[src/triangle_zbuffer_rasterizer_assert.svh]
// Assertion macros used by the triangle rasterizer core.
`ifndef TRIANGLE_ZBUFFER_RASTERIZER_ASSERT_SVH
`define TRIANGLE_ZBUFFER_RASTERIZER_ASSERT_SVH
`ifndef SYNTH
`define TZR_ASSERT(lbl, clk, rst, prop) \
  lbl: assert property (@(posedge clk) disable iff (rst) prop) \
    else $error("tzr assertion failed");
`define TZR_ASSERT_STEP(lbl, clk, rst, pre, post) \
  lbl: assert property (@(posedge clk) disable iff (rst) (pre) |=> (post)) \
    else $error("tzr step assertion failed");
`else
`define TZR_ASSERT(lbl, clk, rst, prop)
`define TZR_ASSERT_STEP(lbl, clk, rst, pre, post)
`endif
`endif

[src/tzr_pkg.sv]
// Types and constants of the triangle rasterizer.
package tzr_pkg;

  localparam int COORD_W      = 12;
  localparam int EDGE_W       = 27;
  localparam int ACC_W        = 44;
  localparam int QUOT_W       = 16;
  localparam int DEPTH_W      = 16;
  localparam int COLOR_W      = 24;
  localparam int COUNT_W      = 15;
  localparam int STORE_AW_MAX = 20;

  localparam logic [DEPTH_W-1:0] DEPTH_FAR         = 16'hFFFF;
  localparam logic [COLOR_W-1:0] CLEAR_COLOR_RESET = 24'h19191E;
  localparam logic [7:0]         VIEW_RESET        = 8'd128;
  localparam logic [COUNT_W-1:0] COUNT_MAX         = 15'h7FFF;

  typedef logic signed [COORD_W-1:0] coord_t;

  typedef enum logic [1:0] {
    OP_CLEAR = 2'd0,
    OP_DRAW  = 2'd1,
    OP_READ  = 2'd2,
    OP_NONE  = 2'd3
  } opcode_t;

  typedef enum logic [1:0] {
    REG_VIEW_WIDTH  = 2'd0,
    REG_VIEW_HEIGHT = 2'd1,
    REG_CLEAR_COLOR = 2'd2
  } cfg_reg_t;

  typedef enum logic [3:0] {
    ST_CLEAR,
    ST_IDLE,
    ST_READ,
    ST_READ_WAIT,
    ST_AREA,
    ST_SETUP,
    ST_EDGE,
    ST_TEST,
    ST_MAC,
    ST_DIV,
    ST_WRITE,
    ST_NEXT,
    ST_DONE
  } state_t;

  typedef struct packed {
    opcode_t     opcode;
    coord_t      x0;
    coord_t      y0;
    coord_t      x1;
    coord_t      y1;
    coord_t      x2;
    coord_t      y2;
    logic [39:0] vert0_depth_color;
    logic [39:0] vert1_depth_color;
    logic [39:0] vert2_depth_color;
  } item_t;

  typedef struct packed {
    logic [COLOR_W-1:0] pixel_color;
    logic [DEPTH_W-1:0] pixel_depth;
    logic [COUNT_W-1:0] pixels_written;
  } result_t;

  typedef struct packed {
    logic                    we;
    logic [STORE_AW_MAX-1:0] waddr;
    logic [DEPTH_W-1:0]      wdepth;
    logic [COLOR_W-1:0]      wcolor;
    logic                    re;
    logic [STORE_AW_MAX-1:0] raddr;
  } mem_req_t;

  typedef struct packed {
    coord_t             last_x;
    coord_t             last_y;
    logic [COLOR_W-1:0] clear_color;
  } view_cfg_t;

  function automatic coord_t min3c(coord_t a, coord_t b, coord_t c);
    coord_t m;
    m = (a < b) ? a : b;
    return (m < c) ? m : c;
  endfunction

  function automatic coord_t max3c(coord_t a, coord_t b, coord_t c);
    coord_t m;
    m = (a > b) ? a : b;
    return (m > c) ? m : c;
  endfunction

endpackage

[src/tzr_core.sv]
// Sequencer and datapath: clear sweep, pixel read, triangle scan with depth test.
module tzr_core
  import tzr_pkg::*;
#(
  parameter int MAX_WIDTH  = 128,
  parameter int MAX_HEIGHT = 128
) (
  input  logic               clk,
  input  logic               rst,
  input  view_cfg_t          cfg,
  input  logic               start,
  input  item_t              item,
  output logic               idle,
  output logic               res_push,
  input  logic               res_free,
  output result_t            res,
  output mem_req_t           mem_req,
  input  logic [DEPTH_W-1:0] mem_rdepth,
  input  logic [COLOR_W-1:0] mem_rcolor,
  output logic               div_start,
  output logic [ACC_W-1:0]   div_num,
  output logic [EDGE_W-1:0]  div_den,
  input  logic               div_busy,
  input  logic               div_done,
  input  logic [QUOT_W-1:0]  div_quot
);

`include "triangle_zbuffer_rasterizer_assert.svh"

  localparam int STORE_DEPTH = MAX_WIDTH * MAX_HEIGHT;
  localparam int AW          = $clog2(STORE_DEPTH);

  state_t state, state_next;

  logic [AW-1:0]      sweep;
  logic               sweep_reply;
  logic [COLOR_W-1:0] clr;

  item_t                   it;
  logic [1:0]              k, s, ch;
  logic signed [ACC_W-1:0] prod, tmp, acc;
  logic signed [EDGE_W-1:0] area, a_abs;
  logic                    area_neg;
  logic signed [EDGE_W-1:0] w [3];
  coord_t                  px, py, lo_x, hi_x, hi_y;
  logic [DEPTH_W-1:0]      z;
  logic [COLOR_W-1:0]      rgb;
  logic [COUNT_W-1:0]      count;
  logic [COLOR_W-1:0]      out_color;
  logic [DEPTH_W-1:0]      out_depth;

  coord_t      vx [3];
  coord_t      vy [3];
  logic [39:0] vdc [3];
  logic [1:0]  ksel, bi, ci, widx;
  coord_t      ppx, ppy;
  logic signed [12:0] d_cb_x, d_cb_y, d_px, d_py;
  logic signed [EDGE_W-1:0] mul_a, edge_val;
  logic signed [16:0]       mul_b;
  logic [15:0]              val;
  logic signed [ACC_W-1:0]  acc_sum;
  logic [STORE_AW_MAX-1:0]  pix_addr, rd_addr;
  logic                     in_view, in_tri, empty;
  coord_t mn_x, mx_x, mn_y, mx_y, lo_x_c, hi_x_c, lo_y_c, hi_y_c;

  function automatic logic signed [12:0] sx13(coord_t c);
    return {c[COORD_W-1], c};
  endfunction

  assign vx[0]  = it.x0;
  assign vy[0]  = it.y0;
  assign vx[1]  = it.x1;
  assign vy[1]  = it.y1;
  assign vx[2]  = it.x2;
  assign vy[2]  = it.y2;
  assign vdc[0] = it.vert0_depth_color;
  assign vdc[1] = it.vert1_depth_color;
  assign vdc[2] = it.vert2_depth_color;

  always_comb begin
    ksel = (state == ST_AREA) ? 2'd2 : k;
    case (ksel)
      2'd0: begin
        bi = 2'd1;
        ci = 2'd2;
      end
      2'd1: begin
        bi = 2'd2;
        ci = 2'd0;
      end
      default: begin
        bi = 2'd0;
        ci = 2'd1;
      end
    endcase
    ppx    = (state == ST_AREA) ? vx[2] : px;
    ppy    = (state == ST_AREA) ? vy[2] : py;
    d_cb_x = sx13(vx[ci]) - sx13(vx[bi]);
    d_cb_y = sx13(vy[ci]) - sx13(vy[bi]);
    d_px   = sx13(ppx) - sx13(vx[bi]);
    d_py   = sx13(ppy) - sx13(vy[bi]);

    widx = (s == 2'd3) ? 2'd0 : s;
    case (ch)
      2'd0:    val = vdc[widx][39:24];
      2'd1:    val = {8'd0, vdc[widx][23:16]};
      2'd2:    val = {8'd0, vdc[widx][15:8]};
      default: val = {8'd0, vdc[widx][7:0]};
    endcase

    if (state == ST_MAC) begin
      mul_a = w[widx];
      mul_b = signed'({1'b0, val});
    end else if (s == 2'd0) begin
      mul_a = EDGE_W'(d_cb_x);
      mul_b = 17'(d_py);
    end else begin
      mul_a = EDGE_W'(d_cb_y);
      mul_b = 17'(d_px);
    end
  end

  assign edge_val = EDGE_W'(tmp - prod);
  assign acc_sum  = acc + prod;
  assign div_num  = unsigned'(acc_sum);
  assign div_den  = unsigned'(a_abs);

  assign pix_addr = STORE_AW_MAX'(int'(py) * MAX_WIDTH + int'(px));
  assign rd_addr  = STORE_AW_MAX'(int'(it.y0) * MAX_WIDTH + int'(it.x0));
  assign in_view  = !it.x0[COORD_W-1] && !it.y0[COORD_W-1] &&
                    (it.x0 <= cfg.last_x) && (it.y0 <= cfg.last_y);
  assign in_tri   = !w[0][EDGE_W-1] && !w[1][EDGE_W-1] && !w[2][EDGE_W-1];

  always_comb begin
    mn_x   = min3c(vx[0], vx[1], vx[2]);
    mx_x   = max3c(vx[0], vx[1], vx[2]);
    mn_y   = min3c(vy[0], vy[1], vy[2]);
    mx_y   = max3c(vy[0], vy[1], vy[2]);
    lo_x_c = mn_x[COORD_W-1] ? '0 : mn_x;
    lo_y_c = mn_y[COORD_W-1] ? '0 : mn_y;
    hi_x_c = (mx_x > cfg.last_x) ? cfg.last_x : mx_x;
    hi_y_c = (mx_y > cfg.last_y) ? cfg.last_y : mx_y;
    empty  = (lo_x_c > hi_x_c) || (lo_y_c > hi_y_c);
  end

  assign res = '{pixel_color: out_color, pixel_depth: out_depth, pixels_written: count};

  always_ff @(posedge clk) begin
    if (rst) begin
      state       <= ST_CLEAR;
      sweep       <= '0;
      sweep_reply <= 1'b0;
      clr         <= CLEAR_COLOR_RESET;
    end else begin
      state <= state_next;
      if (state == ST_CLEAR) begin
        sweep <= (sweep == AW'(STORE_DEPTH - 1)) ? '0 : sweep + 1'b1;
      end
      if (state == ST_IDLE && start && item.opcode == OP_CLEAR) begin
        clr         <= cfg.clear_color;
        sweep_reply <= 1'b1;
      end
    end
  end

  always_comb begin
    state_next = state;
    idle       = 1'b0;
    res_push   = 1'b0;
    div_start  = 1'b0;
    mem_req    = '0;
    unique case (state)
      ST_CLEAR: begin
        mem_req.we     = 1'b1;
        mem_req.waddr  = STORE_AW_MAX'(sweep);
        mem_req.wdepth = DEPTH_FAR;
        mem_req.wcolor = clr;
        if (sweep == AW'(STORE_DEPTH - 1)) begin
          state_next = sweep_reply ? ST_DONE : ST_IDLE;
        end
      end
      ST_IDLE: begin
        idle = 1'b1;
        if (start) begin
          unique case (item.opcode)
            OP_CLEAR: state_next = ST_CLEAR;
            OP_DRAW:  state_next = ST_AREA;
            OP_READ:  state_next = ST_READ;
            default:  state_next = ST_DONE;
          endcase
        end
      end
      ST_READ: begin
        if (in_view) begin
          mem_req.re    = 1'b1;
          mem_req.raddr = rd_addr;
          state_next    = ST_READ_WAIT;
        end else begin
          state_next = ST_DONE;
        end
      end
      ST_READ_WAIT: state_next = ST_DONE;
      ST_AREA: begin
        if (s == 2'd2) begin
          state_next = (edge_val == '0) ? ST_DONE : ST_SETUP;
        end
      end
      ST_SETUP: state_next = empty ? ST_DONE : ST_EDGE;
      ST_EDGE: begin
        if (s == 2'd2 && k == 2'd2) begin
          state_next = ST_TEST;
        end
      end
      ST_TEST: begin
        if (in_tri) begin
          mem_req.re    = 1'b1;
          mem_req.raddr = pix_addr;
          state_next    = ST_MAC;
        end else begin
          state_next = ST_NEXT;
        end
      end
      ST_MAC: begin
        if (s == 2'd3) begin
          div_start  = 1'b1;
          state_next = ST_DIV;
        end
      end
      ST_DIV: begin
        if (div_done) begin
          if (ch == 2'd0) begin
            state_next = (div_quot < mem_rdepth) ? ST_MAC : ST_NEXT;
          end else if (ch == 2'd3) begin
            state_next = ST_WRITE;
          end else begin
            state_next = ST_MAC;
          end
        end
      end
      ST_WRITE: begin
        mem_req.we     = 1'b1;
        mem_req.waddr  = pix_addr;
        mem_req.wdepth = z;
        mem_req.wcolor = rgb;
        state_next     = ST_NEXT;
      end
      ST_NEXT: state_next = (px == hi_x && py == hi_y) ? ST_DONE : ST_EDGE;
      ST_DONE: begin
        res_push = res_free;
        if (res_free) begin
          state_next = ST_IDLE;
        end
      end
      default: state_next = ST_IDLE;
    endcase
  end

  always_ff @(posedge clk) begin
    prod <= ACC_W'(mul_a) * ACC_W'(mul_b);
    case (state)
      ST_IDLE: begin
        if (start) begin
          it        <= item;
          k         <= '0;
          s         <= '0;
          count     <= '0;
          out_color <= '0;
          out_depth <= '0;
        end
      end
      ST_READ_WAIT: begin
        out_color <= mem_rcolor;
        out_depth <= mem_rdepth;
      end
      ST_AREA: begin
        if (s == 2'd1) begin
          tmp <= prod;
        end
        if (s == 2'd2) begin
          area <= edge_val;
          s    <= '0;
        end else begin
          s <= s + 1'b1;
        end
      end
      ST_SETUP: begin
        area_neg <= area[EDGE_W-1];
        a_abs    <= area[EDGE_W-1] ? -area : area;
        px       <= lo_x_c;
        py       <= lo_y_c;
        lo_x     <= lo_x_c;
        hi_x     <= hi_x_c;
        hi_y     <= hi_y_c;
        k        <= '0;
        s        <= '0;
      end
      ST_EDGE: begin
        if (s == 2'd1) begin
          tmp <= prod;
        end
        if (s == 2'd2) begin
          w[k] <= area_neg ? -edge_val : edge_val;
          s    <= '0;
          k    <= (k == 2'd2) ? 2'd0 : k + 1'b1;
        end else begin
          s <= s + 1'b1;
        end
      end
      ST_TEST: begin
        ch <= '0;
        s  <= '0;
      end
      ST_MAC: begin
        acc <= (s == 2'd0) ? '0 : acc_sum;
        s   <= s + 1'b1;
      end
      ST_DIV: begin
        if (div_done) begin
          case (ch)
            2'd0:    z           <= div_quot;
            2'd1:    rgb[23:16]  <= div_quot[7:0];
            2'd2:    rgb[15:8]   <= div_quot[7:0];
            default: rgb[7:0]    <= div_quot[7:0];
          endcase
          ch <= ch + 1'b1;
          s  <= '0;
        end
      end
      ST_WRITE: begin
        if (count != COUNT_MAX) begin
          count <= count + 1'b1;
        end
      end
      ST_NEXT: begin
        k <= '0;
        s <= '0;
        if (px == hi_x) begin
          px <= lo_x;
          py <= py + coord_t'(1);
        end else begin
          px <= px + coord_t'(1);
        end
      end
      default: ;
    endcase
  end

  `TZR_ASSERT(a_div_start_idle, clk, rst, div_start |-> !div_busy)
  `TZR_ASSERT(a_write_nearer, clk, rst, (state == ST_WRITE) |-> (z < mem_rdepth))
  `TZR_ASSERT_STEP(a_write_after_div, clk, rst, state == ST_DIV && ch == 2'd3 && div_done, state == ST_WRITE)

endmodule

[config.mk]
export PLATFORM = sky130hd
export DESIGN_NAME = tzr_core
export DESIGN_NICKNAME = d
export VERILOG_FILES = /design/src/tzr_pkg.sv /design/src/tzr_core.sv
export VERILOG_INCLUDE_DIRS = /design/src /design/src/src
export SDC_FILE = /design/constraint.sdc
export NUM_CORES = 2
export LEC_CHECK = 0
export ABC_AREA = 1
export BUFFER_PORTS_ARGS = -buffer_cell sky130_fd_sc_hd__clkbuf_2
export CAP_MARGIN = 10
export CORE_UTILIZATION = 40
export CTS_CLUSTER_DIAMETER = 80
export CTS_CLUSTER_SIZE = 20
export DETAILED_ROUTE_END_ITERATION = 7
export SETUP_SLACK_MARGIN = 0.4
export SLEW_MARGIN = 30
export SYNTH_ARGS = -nofsm -noshare
export SYNTH_HDL_FRONTEND = slang
export SYNTH_SLANG_ARGS = --single-unit
[constraint.sdc]
create_clock -name clk -period 26.2 [get_ports clk]
set_input_delay 1.31 -clock clk [delete_from_list [all_inputs] [get_ports clk]]
set_output_delay 1.31 -clock clk [all_outputs]
set_load 0.01 [all_outputs]
* Word level (Yosys, flattened, before mapping)
Memory sizes are Yosys's and may differ from the RTL's. Index checks and enable logic that the tools add are counted.
Word-level totals: memories 1, register bits 566, word-level logic and storage cells 247, output and inout bits 211, RAM bits 81, input port bits 304
Memory list:
- w | words 3, bits a word 27, read ports 4, clocked after Yosys merged registers in 0, write ports 1, line tzr_core.sv:44 | logic signed [EDGE_W-1:0] w [3];
Cells by class: mux-type cells 90, add/sub/neg operators 17, equality and inequality tests 36, multiply operators 1, bitwise operators 4, $lt $le $gt $ge 18, reduce and logical (&&, ||, !) cells 45
Operators with widths (count):
- $mux 12 | 22
- $pmux 61 s2 | 1
- $bmux 12 s2 | 4
- $gt 12x12->1 | 8
- $mux 27 | 3
- $bmux 40 s2 | 1
- $mux 40 | 2
- $neg 27->27 | 2
- $pmux 4 s13 | 1
- $sub 12x12->13 | 4
- $lt 12x12->1 | 4
- $mux 4 | 12
- $pmux 12 s2 | 2
- $pmux 16 s3 | 1
- $pmux 24 s2 | 1
- $add 44x44->44 | 1
- $mul 27x17->44 | 1
- $mux 21 | 2
- $pmux 21 s2 | 1
- $add 19x12->20 | 2
- $mux 17 | 2
- $pmux 16 s2 | 1
- $mux 15 | 2
- $pmux 15 s2 | 1
- other kinds (46) | 130

* Longest topological paths before layout
word-level depth 12, depth in mapped cells 56

* Worst setup path after synthesis
OpenSTA, ideal clock, no wires.
kind in2reg, start input port start, end register out_color[0] (enable), buffers on the path 0, stages 4, arrival time 11465 ps, setup slack 14335 ps, path through inv_1 nor2_1 inv_1 nand2_1
Between the ends: longest elaborated chain between the ends 2
RTL lines:
- from (decl) | line tzr_core.sv:11 | input logic start,
- $ne 2x2->1 (no source line)
- $reduce_and 2->1 (no source line)
- to (signal assigned) | line tzr_core.sv:272 | out_color <= mem_rcolor;
- to (decl) | line tzr_core.sv:49 | logic [COLOR_W-1:0] out_color;
No other way between the ends. A chain may end at the register's enable or synchronous reset.

* Worst setup path after layout
start register state[3], end register prod[39]
Between the ends: longest elaborated chain between the ends 12, elaborated cells on any way between the ends 32
RTL lines:
- from (decl) | line tzr_core.sv:33 | state_t state, state_next;
- from (signal assigned) | line tzr_core.sv:155 | state <= state_next;
- $eq 4x3->1 | line tzr_core.sv:81, tzr_core.sv:96, tzr_core.sv:97
- $mux 2 | line tzr_core.sv:81 | ksel = (state == ST_AREA) ? 2'd2 : k;
- $eq 2x1->1 / $logic_not 2->1 (equally long branches) | line tzr_core.sv:82 | case (ksel)
- $pmux 2 s2 | line tzr_core.sv:82
- $not 2->3 (on tied branches) | line tzr_core.sv:98, tzr_core.sv:99, tzr_core.sv:100
- $bmux 12 s2 (on tied branches)
- $mux 12 (on tied branches) (2 in a row)
- $sub 12x12->13 (on tied branches)
- $mux 27 / $mux 17 (equally long branches) | line tzr_core.sv:114 | end else if (s == 2'd0) begin
- $mux 27 / $mux 17 (equally long branches) | line tzr_core.sv:111 | if (state == ST_MAC) begin
- $mul 27x17->44 * | line tzr_core.sv:259 | prod <= ACC_W'(mul_a) * ACC_W'(mul_b);
- to (signal assigned) | line tzr_core.sv:259
- to (decl) | line tzr_core.sv:41 | logic signed [ACC_W-1:0] prod, tmp, acc;
Every way passes the cells marked *; elsewhere a longest branch is shown, timed or not. The select of a mux whose other input is x is not followed.

==> impl_results.md <==
- # resized after CTS: 0
- Status: complete, no violations
- Core area: 140000 um2
- Antenna violations before repair: 12
- Slew at the pin closest to its max-slew limit: 956 ps
- Vias: 46400
- Synth Area in Compound Gates: 0.107
- Yosys warns: 0
- Residual DRC count: 0
- Max-cap violations: 0
- CTS tree: built
- All-Layer GR Usage: 0.250
- RSZ-0062 raised after global routing: no
- Crit path largest cell delay: 820 ps
- Hold Slack: 469 ps
- Count leader, synth: nand2_1
- Critical Path RT: 26770 ps
- Largest family of logic cells by synthesized area: adder cells
- Worst slew margin: 0.361
- Initial Util: 0.404
- Grt ovf: 0
- Final Setup Violations: 0
- Top FF cell, synth: edfxtp_1
- CTS Root Buffer Type: clkbuf_16
- Crit path launch type: register
- Post-synth top area share: 0.311
- Post-DR wirelength/cell: 20.1 um
- Tightest Hold Check Type: register to register
- Die height: 378 um
- Vias in the first global route: 45600
- Total negative slack: 0 ps
- Synth Area in Adders: 0.255
- Post-Synthesis Cell Area: ~57000 um2
- Mapped Nets: between 7000 and 8000
- Clock Latency Late Sink: 710 ps
- Final WL: 179000 um
- I/O Pins: 515
- Reg clk slew, reported paths: about 80 ps
- Crit Path Class: register to register
- F_max: 79.0 MHz
- Synth cell types: 64
- DR pass1 iterations: 6
- CP max FO: 44
- Post-synthesis register bit count: about 670
- Die area: 143000 um2
- Final Skew: 53.2 ps
- Worst R2R Path Depth: 52
- PnR worst setup slack: roughly 14000 ps
- CTS H-tree depth: 2
- Final Cycle Share: 0.483
- Detail Route Antenna Nets: 0
- CP max-delay cell: nand2_1
- Hold Path Cell Cnt: 2
- Final Max Slew Viols: 0
- Setup crit end kind: register
- Post-synth top area cell: edfxtp_1
- Std-Cell Rows: between 100 and 150
- Final hold vios: 0
- Commonest cells in the netlist: 1296 x nand2_1, 1197 x inv_1, 701 x nor2_1
- WP data arrival: 13230 ps
- # hold bufs at CTS: 0
- # clock sinks: 673
- Via density: 5.20
- Post-synthesis simple-gate area fraction: 0.168
- Largest net degree at the start of global routing: between 150 and 200
- Nets: 8177
- Area growth, synth to finish: 11.3%
- GP Congestion: 0.960
- Async SR Flop Fraction: 0
- Violation count after the first detailed-route iteration: 3586
- Hpwl dp: 144000 um
- Crit-path most repeated cell: nand2_1
- Multiplexer share of the synthesized area: 0.000354
- Share of post-route cells with drive strength above 1: 0.103
- Setup bufs post-CTS: 0
- Count of buffers from port buffering: 513
- Fill count: about 14000
- Pre-CTS setup slack: 13850 ps
- Die Wd: 378 um
- Syn_area_per_cell: 8.60 um2
- Sequential area share after synthesis: 0.342
- Synth Instances: 6569
- Post-layout min period: 12660 ps
- Post-synth EDFFs: 586
- Area contributors post-synth: edfxtp_1 31%, fa_1 16%, ha_1 9.3%, nand2_1 8.6%, inv_1 7.9%
- CTS Buf Count: 50
- Clk buf depth: 3
- Global-route wire length before repair: 271000 um
- Post-synthesis xor/xnor area fraction: 0.0327
-- worst max-delay path, delay by kind of cell, from the launching register on --
family	cells	cell delay [ps]
simple gates	23	3720
fa+ha+maj	8	3470
compound gates	8	1390
buf+inv	12	3280
xor+xnor	1	180
flops	1	440
-- layer usage --
| metal | track usage | share of wire |
|---|---|---|
| met5 | 0 | 0.00027 |
| met4 | 0.0811 | 0.033 |
| met3 | 0.0367 | 0.069 |
| met2 | 0.425 | 0.48 |
| met1 | 0.325 | 0.42 |
-- per-stage QoR --
stage	utilization	cells	cell area, um2
after global routing	0.450	8912	62900
after global placement	0.437	8818	61100
after floorplan	-	6569	56500
after detailed placement	0.437	8818	61100
final	0.450	8914	62900
after CTS	0.449	8903	62800
-- path summary, 6_finish.rpt --
| path | from | slack [ps] | endpoint |
|---|---|---|---|
| min reg2reg | clr[16]$_SDFFE_PP1P_ | 470 | clr[16]$_SDFFE_PP1P_ |
| max reg2reg | state[3]$_SDFFE_PP0P_ | 13540 | prod[39]$_DFF_P_ |
| min | clr[16]$_SDFFE_PP1P_ | 470 | clr[16]$_SDFFE_PP1P_ |
| max | state[3]$_SDFFE_PP0P_ | 13540 | prod[39]$_DFF_P_ |
-- state kept, by name, indices dropped and copies added, names as in the netlist, 27 cells and up --
signal / flops
w: 108
area: 27
acc: 44
prod: 44
div_den: 27
tmp: 27
it: 192
-- cell usage in the layout (no fill, tap or decap), drive strengths merged, types with 23 or more instances in the layout --
master,count
ha,422
clkinv,29
o21ai,382
dfxtp,87
o211ai,23
o21a,28
a31oi,33
clkbuf,572
o22ai,67
nand4,50
o221ai,39
xor2,153
nor3,54
edfxtp,586
fa,455
inv,1222
buf,51
nand3,188
a21oi,340
nand2,1303
a22o,29
nor2,711
xnor2,57
-- cell type report --
type | instances | area (um2) | share of cell area
clock inverters | 26 | 394 | 0.00626
well taps | 1876 | 2350 | 0.0373
flip-flops and latches | 673 | 19300 | 0.307
repair buffers | 564 | 3010 | 0.0478
multi-input cells | 4481 | 31900 | 0.507
diodes | 9 | 22.5 | 0.000358
clock buffers | 59 | 1310 | 0.0208
inverters | 1226 | 4600 | 0.0731
-- kinds of logic after synthesis --
kind of cell	count (synthesis)
DFF	673
AOI/OAI and AO/OA	1038
muxes	2
adders and majority gates	877
buffers and inverters	1415
xor gates and xnor gates	210
and+or+nand+nor	2354
Power is left out: the tool's default activity adds up to more than one toggle a clock period on the data nets, which glitch-free logic cannot reach.
