**config.mk**
```make
export PLATFORM = sky130hd
export DESIGN_NAME = tzr_div
export DESIGN_NICKNAME = d
export VERILOG_FILES = /design/src/triangle_zbuffer_rasterizer_assert.svh /design/src/tzr_pkg.sv /design/src/tzr_div.sv
export SDC_FILE = /design/constraint.sdc
export NUM_CORES = 1
export LEC_CHECK = 0
export CELL_PAD_IN_SITES_DETAIL_PLACEMENT = 1
export CELL_PAD_IN_SITES_GLOBAL_PLACEMENT = 2
export CORE_ASPECT_RATIO = 0.6
export CORE_MARGIN = 3
export CORE_UTILIZATION = 36
export DETAILED_ROUTE_END_ITERATION = 7
export DONT_BUFFER_PORTS = 1
export PLACE_DENSITY = 0.85
export SLEW_MARGIN = 20
export SYNTH_ARGS = -nofsm -noshare
export SYNTH_HDL_FRONTEND = slang
export SYNTH_SLANG_ARGS = --single-unit
```
**constraint.sdc**
```tcl
create_clock -name clk -period 5 [get_ports clk]
set_input_delay 0.25 -clock clk [delete_from_list [all_inputs] [get_ports clk]]
set_output_delay 0.25 -clock clk [all_outputs]
set_load 0.1 [all_outputs]
```
**src/triangle_zbuffer_rasterizer_assert.svh**
```systemverilog
// Assertion macros used by the triangle rasterizer core.
`ifndef TRIANGLE_ZBUFFER_RASTERIZER_ASSERT_SVH
`define TRIANGLE_ZBUFFER_RASTERIZER_ASSERT_SVH
`ifndef SYNTH
`define TZR_ASSERT(lbl, clk, rst, prop) \
  lbl: assert property (@(posedge clk) disable iff (rst) prop) \
    else $error("tzr assertion failed");
`define TZR_ASSERT_STEP(lbl, clk, rst, pre, post) \
  lbl: assert property (@(posedge clk) disable iff (rst) (pre) |=> (post)) \
    else $error("tzr step assertion failed");
`else
`define TZR_ASSERT(lbl, clk, rst, prop)
`define TZR_ASSERT_STEP(lbl, clk, rst, pre, post)
`endif
`endif

```
**src/tzr_pkg.sv**
```systemverilog
// Types and constants of the triangle rasterizer.
package tzr_pkg;

  localparam int COORD_W      = 12;
  localparam int EDGE_W       = 27;
  localparam int ACC_W        = 44;
  localparam int QUOT_W       = 16;
  localparam int DEPTH_W      = 16;
  localparam int COLOR_W      = 24;
  localparam int COUNT_W      = 15;
  localparam int STORE_AW_MAX = 20;

  localparam logic [DEPTH_W-1:0] DEPTH_FAR         = 16'hFFFF;
  localparam logic [COLOR_W-1:0] CLEAR_COLOR_RESET = 24'h19191E;
  localparam logic [7:0]         VIEW_RESET        = 8'd128;
  localparam logic [COUNT_W-1:0] COUNT_MAX         = 15'h7FFF;

  typedef logic signed [COORD_W-1:0] coord_t;

  typedef enum logic [1:0] {
    OP_CLEAR = 2'd0,
    OP_DRAW  = 2'd1,
    OP_READ  = 2'd2,
    OP_NONE  = 2'd3
  } opcode_t;

  typedef enum logic [1:0] {
    REG_VIEW_WIDTH  = 2'd0,
    REG_VIEW_HEIGHT = 2'd1,
    REG_CLEAR_COLOR = 2'd2
  } cfg_reg_t;

  typedef enum logic [3:0] {
    ST_CLEAR,
    ST_IDLE,
    ST_READ,
    ST_READ_WAIT,
    ST_AREA,
    ST_SETUP,
    ST_EDGE,
    ST_TEST,
    ST_MAC,
    ST_DIV,
    ST_WRITE,
    ST_NEXT,
    ST_DONE
  } state_t;

  typedef struct packed {
    opcode_t     opcode;
    coord_t      x0;
    coord_t      y0;
    coord_t      x1;
    coord_t      y1;
    coord_t      x2;
    coord_t      y2;
    logic [39:0] vert0_depth_color;
    logic [39:0] vert1_depth_color;
    logic [39:0] vert2_depth_color;
  } item_t;

  typedef struct packed {
    logic [COLOR_W-1:0] pixel_color;
    logic [DEPTH_W-1:0] pixel_depth;
    logic [COUNT_W-1:0] pixels_written;
  } result_t;

  typedef struct packed {
    logic                    we;
    logic [STORE_AW_MAX-1:0] waddr;
    logic [DEPTH_W-1:0]      wdepth;
    logic [COLOR_W-1:0]      wcolor;
    logic                    re;
    logic [STORE_AW_MAX-1:0] raddr;
  } mem_req_t;

  typedef struct packed {
    coord_t             last_x;
    coord_t             last_y;
    logic [COLOR_W-1:0] clear_color;
  } view_cfg_t;

  function automatic coord_t min3c(coord_t a, coord_t b, coord_t c);
    coord_t m;
    m = (a < b) ? a : b;
    return (m < c) ? m : c;
  endfunction

  function automatic coord_t max3c(coord_t a, coord_t b, coord_t c);
    coord_t m;
    m = (a > b) ? a : b;
    return (m > c) ? m : c;
  endfunction

endpackage

```
**src/tzr_div.sv**
```systemverilog
// Restoring divider, one quotient bit per cycle, for quotients known to fit 16 bits.
module tzr_div
  import tzr_pkg::*;
(
  input  logic              clk,
  input  logic              rst,
  input  logic              start,
  input  logic [ACC_W-1:0]  num,
  input  logic [EDGE_W-1:0] den,
  output logic              busy,
  output logic              done,
  output logic [QUOT_W-1:0] quot
);

  localparam int SH_W  = EDGE_W + QUOT_W - 1;
  localparam int CNT_W = $clog2(QUOT_W);

  logic [ACC_W-1:0] rem;
  logic [SH_W-1:0]  dsh;
  logic [CNT_W-1:0] cnt;
  logic             ge;

  assign ge = rem >= ACC_W'(dsh);

  always_ff @(posedge clk) begin
    if (rst) begin
      busy <= 1'b0;
      done <= 1'b0;
      cnt  <= '0;
    end else begin
      done <= 1'b0;
      if (start) begin
        busy <= 1'b1;
        cnt  <= CNT_W'(QUOT_W - 1);
      end else if (busy) begin
        if (cnt == '0) begin
          busy <= 1'b0;
          done <= 1'b1;
        end else begin
          cnt <= cnt - 1'b1;
        end
      end
    end
  end

  always_ff @(posedge clk) begin
    if (start) begin
      rem  <= num;
      dsh  <= SH_W'(den) << (QUOT_W - 1);
      quot <= '0;
    end else if (busy) begin
      if (ge) begin
        rem <= rem - ACC_W'(dsh);
      end
      quot <= {quot[QUOT_W-2:0], ge};
      dsh  <= dsh >> 1;
    end
  end

endmodule

```
## After elaboration in Yosys (flattened, before gate mapping)

Index checks and enable logic that the tools add are counted.

- Input bits: 74
- Register bits: 108

- Muxes and demuxes: 12
- Add/subtract/negate cells: 2
- Equality and inequality tests: 1
- $lt $le $gt $ge: 1
- Bitwise logic cells: 1
- Reduce and logical (&&, ||, !) cells: 6

Operator list:

| kind | number |
|---|---|
| 44-bit two-way mux | 3 |
| 42-bit two-way mux | 2 |
| 44-bit by 42-bit greater-or-equal comparator with 1-bit output | 1 |
| 44-bit by 42-bit subtractor with 44-bit output | 1 |
| 4-bit two-way mux | 3 |
| 4-bit zero test | 1 |
| 1-bit two-way mux | 4 |
| 2-bit AND reduction | 2 |
| 2-bit nonzero test | 2 |
| 4-bit by 1-bit subtractor with 4-bit output, second input constant | 1 |
| 3-bit OR reduction | 1 |
| 2-bit != test, second input constant | 1 |
| 1-bit inverter | 1 |

## Longest topological paths before layout

Gate-level depths: netlist of the first run.

- Word-level depth: 4
- Mapped depth: 12
- Depth with buffers taken out: 12

## Least setup slack after synthesis of the first run

Ideal clock, no wire load.

- Path type: reg-to-reg
- From: register rem[12]
- To: register rem[0] (enable)
- Clock period less this slack: 4.962 ns
- Setup time: 0.472 ns
- Path slack: 0.038 ns
- Stages on the path, launching flop included: 11
- Arrival: 4.490 ns
- Cell sequence: edfxtp_1 -> ha_1 -> buf_2 -> and4_1 -> nand4_1 -> nor2_1 -> o21ai_1 -> nand4bb_1 -> nand2_1 -> or4_1 -> a31oi_1

- Longest elaborated chain between the ends: 3

Ends and longest elaborated chain:

| item | RTL line | source |
|---|---|---|
| from (decl) | tzr_div.sv:18 | `logic [ACC_W-1:0] rem;` |
| from (signal assigned) | tzr_div.sv:48 | `rem <= num;` |
| from (signal assigned) | tzr_div.sv:53 | `rem <= rem - ACC_W'(dsh);` |
| 44-bit by 42-bit greater-or-equal comparator with 1-bit output | tzr_div.sv:23 | `assign ge = rem >= ACC_W'(dsh);` |
| 2-bit nonzero test (no source line) | - |  |
| 2-bit AND reduction (no source line) | - |  |

Every way passes these cells.
A chain may end at the register's enable or synchronous reset.

## Worst setup path after layout of the first run

- From: register dsh[20]
- To: register rem[17] (enable)

- Longest elaborated chain between the ends: 3

Ends and longest elaborated chain:

| item | RTL line | source |
|---|---|---|
| from (decl) | tzr_div.sv:19 | `logic [SH_W-1:0] dsh;` |
| from (signal assigned) | tzr_div.sv:49 | `dsh <= SH_W'(den) << (QUOT_W - 1);` |
| from (signal assigned) | tzr_div.sv:56 | `dsh <= dsh >> 1;` |
| 44-bit by 42-bit greater-or-equal comparator with 1-bit output | tzr_div.sv:23 |  |
| 2-bit nonzero test (no source line) | - |  |
| 2-bit AND reduction (no source line) | - |  |

Every way passes these cells.

==> results.ini, run 1 <==
[yosys]
ys_async_sr_fraction = 0
avgSynthCellArea_um2 = 8.77
syn_nets = 936
ys_warn_count = 0
synth-edff-count = 71
ys.flop_type = edfxtp_1
syn_inst = 818
yosysSeqAreaShare = 0.400
ys_seq_elements = 108
synth_area_um2 = 7170
synth.distinct_cells = 65

[cells_and_area]
nets = 917
layout-drive-gt1-share = 0.0485
n_antenna_cell = 0
area_delta_synth_final_pct = 8.07

[run]
max_cap_violations = 0

[clock_tree]
path_clk_slew_ps = 80
post_cts_buffers = 0
holdBufCountCts = 2
post_cts_resized = 0
clock_sinks = 108
clk_root_buffer_cell = clkbuf_16
cts_buffers = 9
cts_buffer_depth = 2
cts_tree = yes
ctsHtreeMaxLevel = 3
insertion_delay_ps = 370

[power_and_ir_drop]
p_leak_nw = 3.01
p_per_area_nw_per_um2 = 498
ir_worst_vdd_mv = 0.194

[floorplan]
design.die.area_um2 = 21700
num_rows = 39
io_pins = 92
start_util = 0.372
fp.dieW_um = 188
die_y_um = 115
core-area_um2 = 19300

[sta]
finalCriticalPeriod_ps = 3700
period_share = 0.741
finalHoldViolCount = 0
fin_setup_tns_ps = 0
finalSetupViolCount = 0
worst_pin_slew_ps = 1150
setup_ws_ps = 1300
slew_viol_final = 0
fmax_ghz = 0.270
skew_ps = 11.0
rsz0062_at_grt = false
slew_headroom = 0.233

[route]
vias = 5957
routedWlPerCell_um = 20.2
drtIter0Drc = 482
ant_nets = 0
routed_wl_um = 21600
viasPerCell = 5.57
drcViolationCount = 0
dr.pass1.iters = 5

[place]
dpl_worst_slack_ps = 1240
hpwl_um = 16200
port_buffers = 0
place_congestion = 0.893

[setup_path]
cp-start-kind = flip-flop
path_max_fanout = 17
cpPeakStageDelay_ps = 630
cp_cell_sequence = inv_1, ha_1, and4_1, nand4_1, nor2_1, o21ai_1, nand4bb_1, nand2_1, or4_1, a31oi_4, buf_4
cp.required_ps = 5060
cp_top_family = simple AND/OR/NAND/NOR gates
critPathSlowestCell = a31oi_4
worst_ep_arrival_time_ps = 3760
endpoint_kind = flip-flop
reg2reg_from = dsh[20]
crit_buf_inv = 2
crit_start = dsh[20]
crit_type = flip-flop to flip-flop

[grt]
grt_pass1_vias = 6039
gr-total-overflow = 0
grt_start_max_net_pins = 127
gr-usage-all-layers = 0.203
grt_pass1_wl_um = 34300
antenna_found_initial = 0

[hold_path]
hp-start = num[31]
hold_path_class = input port to flip-flop

[outcome]
status = completed

==> cell usage after synthesis (all sizes together) (5+ instances only) <==
cell type,number,share of area
a21o,20,0.021
a21oi,65,0.047
a22o,9,0.011
a31oi,11,0.0096
and2,6,0.0052
and3,6,0.0052
and4,6,0.0073
buf,12,0.0072
clkbuf,25,0.013
dfxtp,37,0.10
edfxtp,71,0.30
ha,43,0.075
inv,63,0.033
mux2i,33,0.046
nand2,119,0.062
nand2b,8,0.0070
nand3,7,0.0049
nand4,14,0.012
nor2,64,0.033
nor2b,7,0.0061
nor3,10,0.0070
o21ai,79,0.056
o21bai,13,0.014
o31ai,5,0.0052
xnor2,19,0.023
xor2,15,0.018
==> path summary, 6_finish.rpt <==
path | end | slack (ps) | cells past startpoint
min reg2reg | dsh[14] | 540 | 2
max | rem[17] | 1300 | 11
min | rem[31] | 60 | 2
max reg2reg | rem[17] | 1300 | 11
==> where the power goes <==
group / total (mW) / leakage, nW / internal [mW] / switching, mW
Combinational: 1.88 / 1.84 / 0.673 / 1.21
Sequential: 1.24 / 1.03 / 1.16 / 0.0866
Clock: 0.742 / 0.149 / 0.356 / 0.385
Total: 3.86 / 3.01 / 2.18 / 1.68
==> flip-flops by register name (all words and copies together), names as in the netlist <==
signal  flops
busy        1
cnt         4
done        1
dsh        42
quot       16
rem        44
==> logic make-up (layout without fill, tap and decap cells) <==
kind of cell / after synthesis / after routing / share of synthesized area
compound gates: 237 / 237 / 0.213
xor+xnor: 34 / 34 / 0.0415
fa+ha+maj: 44 / 44 / 0.0778
buf+inv: 100 / 86 / 0.0534
flops: 108 / 108 / 0.400
mux: 36 / 36 / 0.0508
simple gates: 259 / 259 / 0.163
==> stage by stage <==
step | instance area (um^2) | util | hold WS [ps] | cells | power, mW
finish | 7750 | 0.402 | 55.5 | 1070 | 3.86
global route | 7750 | 0.402 | 51.6 | 1070 | 4.13
CTS | 7750 | 0.402 | 43.1 | 1070 | 3.86
detailed placement | 7420 | 0.385 | 315 | 1052 | 3.09
global placement | 7420 | 0.385 | 319 | 1052 | 3.06
floorplan | 7170 | - | 319 | 818 | 2.59
==> worst register-to-register path: cells and delay by family, from the launching register on <==
kind                     cells  cell delay [ps]
AO/OA/AOI/OAI                2              710
adder cells (fa/ha/maj)      1              420
buffers and inverters        2              430
flip-flops                   1              380
AND/OR/NAND/NOR              6             1450
==> final cells by class <==
class / count / area (um^2)
Sequential cell: 108 / 2880
Fill cell: 2239 / 11500
Clock buffer: 9 / 225
Tap cell: 266 / 333
Timing Repair Buffer: 7 / 67.6
Clock inverter: 7 / 81.3
Multi-Input combinational cell: 610 / 3930
Inverter: 63 / 236
==> cells in the final DEF (no fill, tap or decap), types with 20 or more instances in the layout <==
cell type,netlist,layout
nand2_1,119,119
edfxtp_1,71,71
nor2_1,64,64
inv_1,63,63
a21oi_1,63,63
o21ai_0,63,63
ha_1,43,43
dfxtp_1,37,36
mux2i_1,33,33
a21o_1,20,20
==> metal layers <==
| metal | share of wire | global-route usage |
|---|---|---|
| met3 | 0.063 | 0.0488 |
| met2 | 0.38 | 0.275 |
| met5 | 0 | 0 |
| met4 | 0.012 | 0.0490 |
| met1 | 0.55 | 0.319 |
No activity file was read; power rests on OpenSTA's default activity.
==> inputs of run 2 (changes only) <==
--- a/config.mk
+++ b/config.mk
@@ -9,10 +9,10 @@
 export CELL_PAD_IN_SITES_GLOBAL_PLACEMENT = 2
 export CORE_ASPECT_RATIO = 0.6
 export CORE_MARGIN = 3
-export CORE_UTILIZATION = 36
+export CORE_UTILIZATION = 39
 export DETAILED_ROUTE_END_ITERATION = 7
 export DONT_BUFFER_PORTS = 1
-export PLACE_DENSITY = 0.85
+export PLACE_DENSITY = 0.88
 export SLEW_MARGIN = 20
 export SYNTH_ARGS = -nofsm -noshare
 export SYNTH_HDL_FRONTEND = slang
==> constraint.sdc (replaced) <==
create_clock -name clk -period 3.8 [get_ports clk]
set_input_delay 0.19 -clock clk [delete_from_list [all_inputs] [get_ports clk]]
set_output_delay 0.19 -clock clk [all_outputs]
set_load 0.1 [all_outputs]
==> run 2 against run 1 <==
  * Highest routed layer is now met5
  * Combinational power is 31% higher
  * Register-to-register slack worse by 860 ps
  * Largest power group unchanged
  * Utilization is 3.9 points higher
  * Flip-flop and latch count stayed put
  * Global-route usage is 1.1 points higher
  * Via count is 0.10% lower
  * Non-clock buffer count is 6 higher
  * Critical endpoint is now rem[35]
  * Die area is 7.4% lower
  * Final area hardly changed
  * Total power is 31% higher
  * Hold slack worse by 42 ps
  * Clock-buffer cell count is 2 higher
==> results.ini, run 2 (synthesis results as in run 1) <==
[outcome]
status = completed  ; unchanged

[sta]
slew_viol_final = 0  ; unchanged
skew_ps = 18.3  ; was 11.0 ps
period_share = 0.886  ; was 0.741
finalHoldViolCount = 0  ; unchanged
fmax_ghz = 0.297  ; was 0.270 GHz
slew_headroom = 0.258  ; was 0.233
fin_setup_tns_ps = 0  ; unchanged
rsz0062_at_grt = false  ; unchanged
setup_ws_ps = 433  ; was 1300 ps
finalCriticalPeriod_ps = 3370  ; was 3700 ps
worst_pin_slew_ps = 1110  ; was 1150 ps
finalSetupViolCount = 0  ; unchanged
whs_ps = 13.7  ; was 55.5 ps

[route]
dr.pass1.iters = 5  ; unchanged
vias = 5951  ; was 5957
drcViolationCount = 0  ; unchanged
routedWlPerCell_um = 20.6  ; was 20.2 um
viasPerCell = 5.70  ; was 5.57
drtIter0Drc = 367  ; was 482
ant_nets = 0  ; unchanged
routed_wl_um = 21500  ; was 21600 um

[run]
max_cap_violations = 0  ; unchanged

[cells_and_area]
final_cell_mix = nand2_1, edfxtp_1, nor2_1  ; unchanged
layout-drive-gt1-share = 0.0469  ; was 0.0485
nets = 923  ; was 917
n_antenna_cell = 0  ; unchanged
final_common_cell = nand2_1  ; unchanged
area_delta_synth_final_pct = 8.18  ; was 8.07%
final_area_um2 = 7760  ; was 7750 um^2
regMostFlops = rem  ; unchanged
seqCellArea_um2 = 2880  ; unchanged
largest_reg_flops = 44  ; unchanged
final_cells = 1044  ; was 1070
fill_cells = 2092  ; was 2239
multi_input_area_um2 = 3930  ; unchanged
final_core_util = 0.441  ; was 0.402
largestRegisters = rem: 44 flops, dsh: 42 flops, quot: 16 flops  ; unchanged

[place]
dpl.cell_count = 1020  ; was 1052
place_congestion = 0.916  ; was 0.893
placed_area_um2 = 7380  ; was 7420 um^2
hpwl_um = 16000  ; was 16200 um
port_buffers = 0  ; unchanged
dpl_worst_slack_ps = 468  ; was 1240 ps

[setup_path]
worst_ep_arrival_time_ps = 3400  ; was 3760 ps
worstReg2RegEnd = rem[35]  ; was rem[17]
crit_type = flip-flop to flip-flop  ; unchanged
cp-start-kind = flip-flop  ; unchanged
cp.required_ps = 3830  ; was 5060 ps
endpoint_kind = flip-flop  ; unchanged
r2r_slack_ps = 430  ; was 1300 ps
rr_worst_depth = 11  ; unchanged
path_max_fanout = 25  ; was 17
reg2reg_from = dsh[16]  ; was dsh[20]

[power_and_ir_drop]
p_per_area_nw_per_um2 = 653  ; was 498 nW/um^2
ir_worst_vdd_mv = 0.236  ; was 0.194 mV
p_leak_nw = 3.04  ; was 3.01 nW
totalPowerFinal_mw = 5.07  ; was 3.86 mW

[grt]
grt_start_max_net_pins = 126  ; was 127
grt_pass1_wl_um = 34200  ; was 34300 um
antenna_found_initial = 1  ; was 0
gr-usage-all-layers = 0.214  ; was 0.203
gr-total-overflow = 0  ; unchanged
grt_pass1_vias = 6117  ; was 6039

[hold_path]
hp-start = den[14]  ; was num[31]
hold_depth = 2  ; unchanged
holdPathEnd = dsh[29]  ; was rem[31]
hold_path_class = input port to flip-flop  ; unchanged

[floorplan]
start_util = 0.408  ; was 0.372
io_pins = 92  ; unchanged
design.die.area_um2 = 20100  ; was 21700 um^2
core-area_um2 = 17600  ; was 19300 um^2
num_rows = 37  ; was 39
die_y_um = 111  ; was 115 um
fp.dieW_um = 181  ; was 188 um

[clock_tree]
path_clk_slew_ps = 90  ; was 80 ps
cts_buffer_depth = 2  ; unchanged
cts_tree = yes  ; unchanged
post_cts_buffers = 0  ; unchanged
ctsHtreeMaxLevel = 3  ; unchanged
clk_root_buffer_cell = clkbuf_16  ; unchanged
cts_buffers = 9  ; unchanged
clock_sinks = 108  ; unchanged
insertion_delay_ps = 380  ; was 370 ps

==> run 2: power by group <==
group / total (mW) / switching, mW / internal [mW]
sequential: 1.64 / 0.116 / 1.52
clock: 0.979 / 0.484 / 0.495
combinational: 2.46 / 1.57 / 0.889
==> run 2: final cells by class <==
type / instances / share of cell area
clock inverters: 5 / 0.00516
flip-flops and latches: 108 / 0.371
repair buffers: 13 / 0.0164
multi-input cells: 610 / 0.507
clock buffers: 11 / 0.0327
inverters: 63 / 0.0305
well taps: 234 / 0.0377
==> run 2: what timing repair did <==
| item | in CTS | in global routing |
|---|---|---|
| resized for setup | 0 | 0 |
| endpoints found under the hold margin | 42 | 0 |
| endpoints found under the setup margin | 0 | 0 |
| hold buffers | 8 | 0 |
==> run 2: worst max path at each step <==
stage | startpoint | end | slack (ps) | cells after the start
6_report | dsh[16] | rem[35] | 430 | 11
5_1_grt | dsh[16] | rem[23] | 220 | 11
4_1_cts | rem[15] | rem[35] | 450 | 10
3_5_place_dp | dsh[16] | rem[23] | 470 | 11
3_3_place_gp | dsh[12] | rem[22] | 630 | 11
2_1_floorplan | rem[12] | rem[0] | 460 | 10
==> run 2: critical path, cell delays in order (launching register included) <==
cell	delay, ps
edfxtp_1	360
inv_1	50
ha_1	450
and3_1	310
nand4_1	190
nor2_1	130
o21ai_1	90
nand4bb_1	190
nand2_1	110
or4_1	550
a31oi_4	190
buf_4	380
==> run 2: layer usage <==
| layer | global-route usage | wire [um] | share of wire | vias to the layer above |
|---|---|---|---|---|
| met5 | 0 | 18 | 0.00084 | - |
| met4 | 0.0461 | 244 | 0.011 | 2 |
| met3 | 0.0695 | 1510 | 0.070 | 20 |
| met2 | 0.304 | 8820 | 0.41 | 167 |
| met1 | 0.317 | 10900 | 0.51 | 2867 |
| li1 | - | - | - | 2895 |
==> inputs of run 3 (changes only) <==
--- a/config.mk
+++ b/config.mk
@@ -5,14 +5,12 @@
 export SDC_FILE = /design/constraint.sdc
 export NUM_CORES = 1
 export LEC_CHECK = 0
-export CELL_PAD_IN_SITES_DETAIL_PLACEMENT = 1
-export CELL_PAD_IN_SITES_GLOBAL_PLACEMENT = 2
 export CORE_ASPECT_RATIO = 0.6
 export CORE_MARGIN = 3
-export CORE_UTILIZATION = 39
+export CORE_UTILIZATION = 54
 export DETAILED_ROUTE_END_ITERATION = 7
 export DONT_BUFFER_PORTS = 1
-export PLACE_DENSITY = 0.88
+export PLACE_DENSITY = 0.77
 export SLEW_MARGIN = 20
 export SYNTH_ARGS = -nofsm -noshare
 export SYNTH_HDL_FRONTEND = slang
==> run 3 against run 2 <==
  * Maximum frequency is 1.7% higher
  * Combinational power decreased by 3%
  * Setup slack improved by 57 ps
  * Die area is 27% lower
  * Via count up 1.5%
  * Flip-flop and latch count stayed put
  * First-iteration DRC count increased by 73%
  * Clock skew down 11 ps
  * Non-clock buffer count down 7
  * Cell count down 7.2%
  * Critical endpoint is now rem[38]
  * Highest routed layer is now met4
==> results.ini, run 3 (synthesis results as in run 1) <==
[outcome]
status = completed  ; unchanged

[power_and_ir_drop]
p_leak_nw = 3.01  ; was 3.04 nW
p_per_area_nw_per_um2 = 660  ; was 653 nW/um^2
ir_worst_vdd_mv = 0.304  ; was 0.236 mV

[sta]
period_share = 0.871  ; was 0.886
slew_headroom = 0.277  ; was 0.258
finalHoldViolCount = 0  ; unchanged
slew_viol_final = 0  ; unchanged
skew_ps = 7.27  ; was 18.3 ps
finalSetupViolCount = 0  ; unchanged
finalCriticalPeriod_ps = 3310  ; was 3370 ps
whs_ps = 12.1  ; was 13.7 ps
worst_pin_slew_ps = 1080  ; was 1110 ps
fin_setup_tns_ps = 0  ; unchanged
rsz0062_at_grt = false  ; unchanged
fmax_ghz = 0.302  ; was 0.297 GHz

[route]
drtIter0Drc = 634  ; was 367
routed_wl_um = 18700  ; was 21500 um
viasPerCell = 6.23  ; was 5.70
vias = 6041  ; was 5951
ant_nets = 0  ; unchanged
dr.pass1.iters = 5  ; unchanged
drcViolationCount = 0  ; unchanged
routedWlPerCell_um = 19.3  ; was 20.6 um

[floorplan]
start_util = 0.573  ; was 0.408
fp.dieW_um = 155  ; was 181 um
design.die.area_um2 = 14800  ; was 20100 um^2
io_pins = 92  ; unchanged
die_y_um = 95.3  ; was 111 um
core-area_um2 = 12500  ; was 17600 um^2
num_rows = 31  ; was 37

[setup_path]
critPathSlowestCell = or4_1  ; unchanged
worst_ep_arrival_time_ps = 3340  ; was 3400 ps
crit_type = flip-flop to flip-flop  ; unchanged
cpPeakStageDelay_ps = 550  ; about the same
cp.required_ps = 3830  ; about the same
path_max_fanout = 24  ; was 25
reg2reg_from = rem[0]  ; was dsh[16]
cp_cell_sequence = inv_1, ha_1, inv_1, fa_1, a21o_1, a31oi_1, o21ai_1, o21ai_1, nand4bb_1, nand2_1, or4_1, a31oi_4, buf_4  ; was inv_1, ha_1, and3_1, nand4_1, nor2_1, o21ai_1, nand4bb_1, nand2_1, or4_1, a31oi_4, buf_4
cp-start-kind = flip-flop  ; unchanged
endpoint_kind = flip-flop  ; unchanged
crit_start = rem[0]  ; was dsh[16]

[place]
dpl.cell_count = 950  ; was 1020
place_congestion = 0.962  ; was 0.916
port_buffers = 0  ; unchanged
hpwl_um = 14000  ; was 16000 um

[clock_tree]
post_cts_buffers = 0  ; unchanged
cts_buffers = 9  ; unchanged
post_cts_resized = 0  ; unchanged
cts_buffer_depth = 2  ; unchanged
path_clk_slew_ps = 80  ; was 90 ps
cts_tree = yes  ; unchanged
clk_root_buffer_cell = clkbuf_16  ; unchanged
insertion_delay_ps = 360  ; was 380 ps
ctsHtreeMaxLevel = 3  ; unchanged
clock_sinks = 108  ; unchanged

[cells_and_area]
largest_reg_flops = 44  ; unchanged
final_cell_mix = nand2_1, edfxtp_1, nor2_1  ; unchanged
final_common_cell = nand2_1  ; unchanged
fill_cells = 1070  ; was 2092
seqCellArea_um2 = 2880  ; unchanged
nets = 916  ; was 923
largestRegisters = rem: 44 flops, dsh: 42 flops, quot: 16 flops  ; unchanged
layout-drive-gt1-share = 0.0473  ; was 0.0469
multi_input_area_um2 = 3930  ; unchanged
area_delta_synth_final_pct = 6.38  ; was 8.18%
regMostFlops = rem  ; unchanged
final_cells = 969  ; was 1044

[hold_path]
hp-start = num[31]  ; was den[14]
hold_path_class = input port to flip-flop  ; unchanged

[grt]
grt_start_max_net_pins = 127  ; was 126
antenna_found_initial = 0  ; was 1
gr-usage-all-layers = 0.255  ; was 0.214
gr-total-overflow = 0  ; unchanged
grt_pass1_wl_um = 29600  ; was 34200 um
grt_pass1_vias = 5535  ; was 6117

[run]
max_cap_violations = 0  ; unchanged

## run 3: cell types whose count changed in the layout (fill, tap and decap cells not counted), sizes merged
cell / before / now
diode: 0 / 1
dlygate4sd3: 7 / 1
inv: 67 / 70
buf: 6 / 5
clkinv: 1 / 0
clkbuf: 11 / 9
## run 3: power by group
part	internal, mW	switching (mW)
combinational	0.883	1.51
clock	0.489	0.521
sequential	1.52	0.117
total	2.89	2.14
## run 3: worst paths after layout
kind / end / slack, ps / cells past startpoint
setup reg to reg: rem[38] / 490 / 13
setup / recovery: rem[38] / 490 / 13
hold / removal: rem[31] / 10 / 2
hold reg to reg: dsh[4] / 530 / 2
## run 3: routing by layer
layer  track usage  wire [um]  up-vias
li1              -          -     2901
met1         0.396       9420     2848
met2         0.352       7390      270
met3        0.0676       1700       22
met4        0.0551        216        0
met5             0          0        -
## run 3: area by class of cell
type | count | area share
Multi-Input combinational cell | 610 | 0.515
Sequential cell | 108 | 0.377
Inverter | 63 | 0.0310
Clock buffer | 9 | 0.0295
Tap cell | 165 | 0.0270
Clock inverter | 7 | 0.0120
Timing Repair Buffer | 6 | 0.00787
Antenna cell | 1 | 0.000328
## run 3: what timing repair did
item	in CTS	in global routing
hold endpoints to repair	36	0
hold buffers	2	0
endpoints found under the setup margin	0	0
## run 3: critical path: cells and delay by family, from the launching register on
family	cells	cell delay, ps
simple gates	3	840
buf+inv	3	490
compound gates	5	880
fa+ha+maj	2	420
flops	1	330
## run 3: per-stage QoR
step / instance area [um^2] / power, mW / setup WS (ps) / utilization
2_1_floorplan: 7190 / 3.41 / 464 / -
3_3_place_gp: 7280 / 3.91 / 678 / 0.581
3_5_place_dp: 7280 / 3.96 / 580 / 0.581
4_1_cts: 7630 / 4.99 / 527 / 0.609
5_1_grt: 7630 / 5.35 / 279 / 0.609
6_report: 7630 / 5.04 / 490 / 0.609
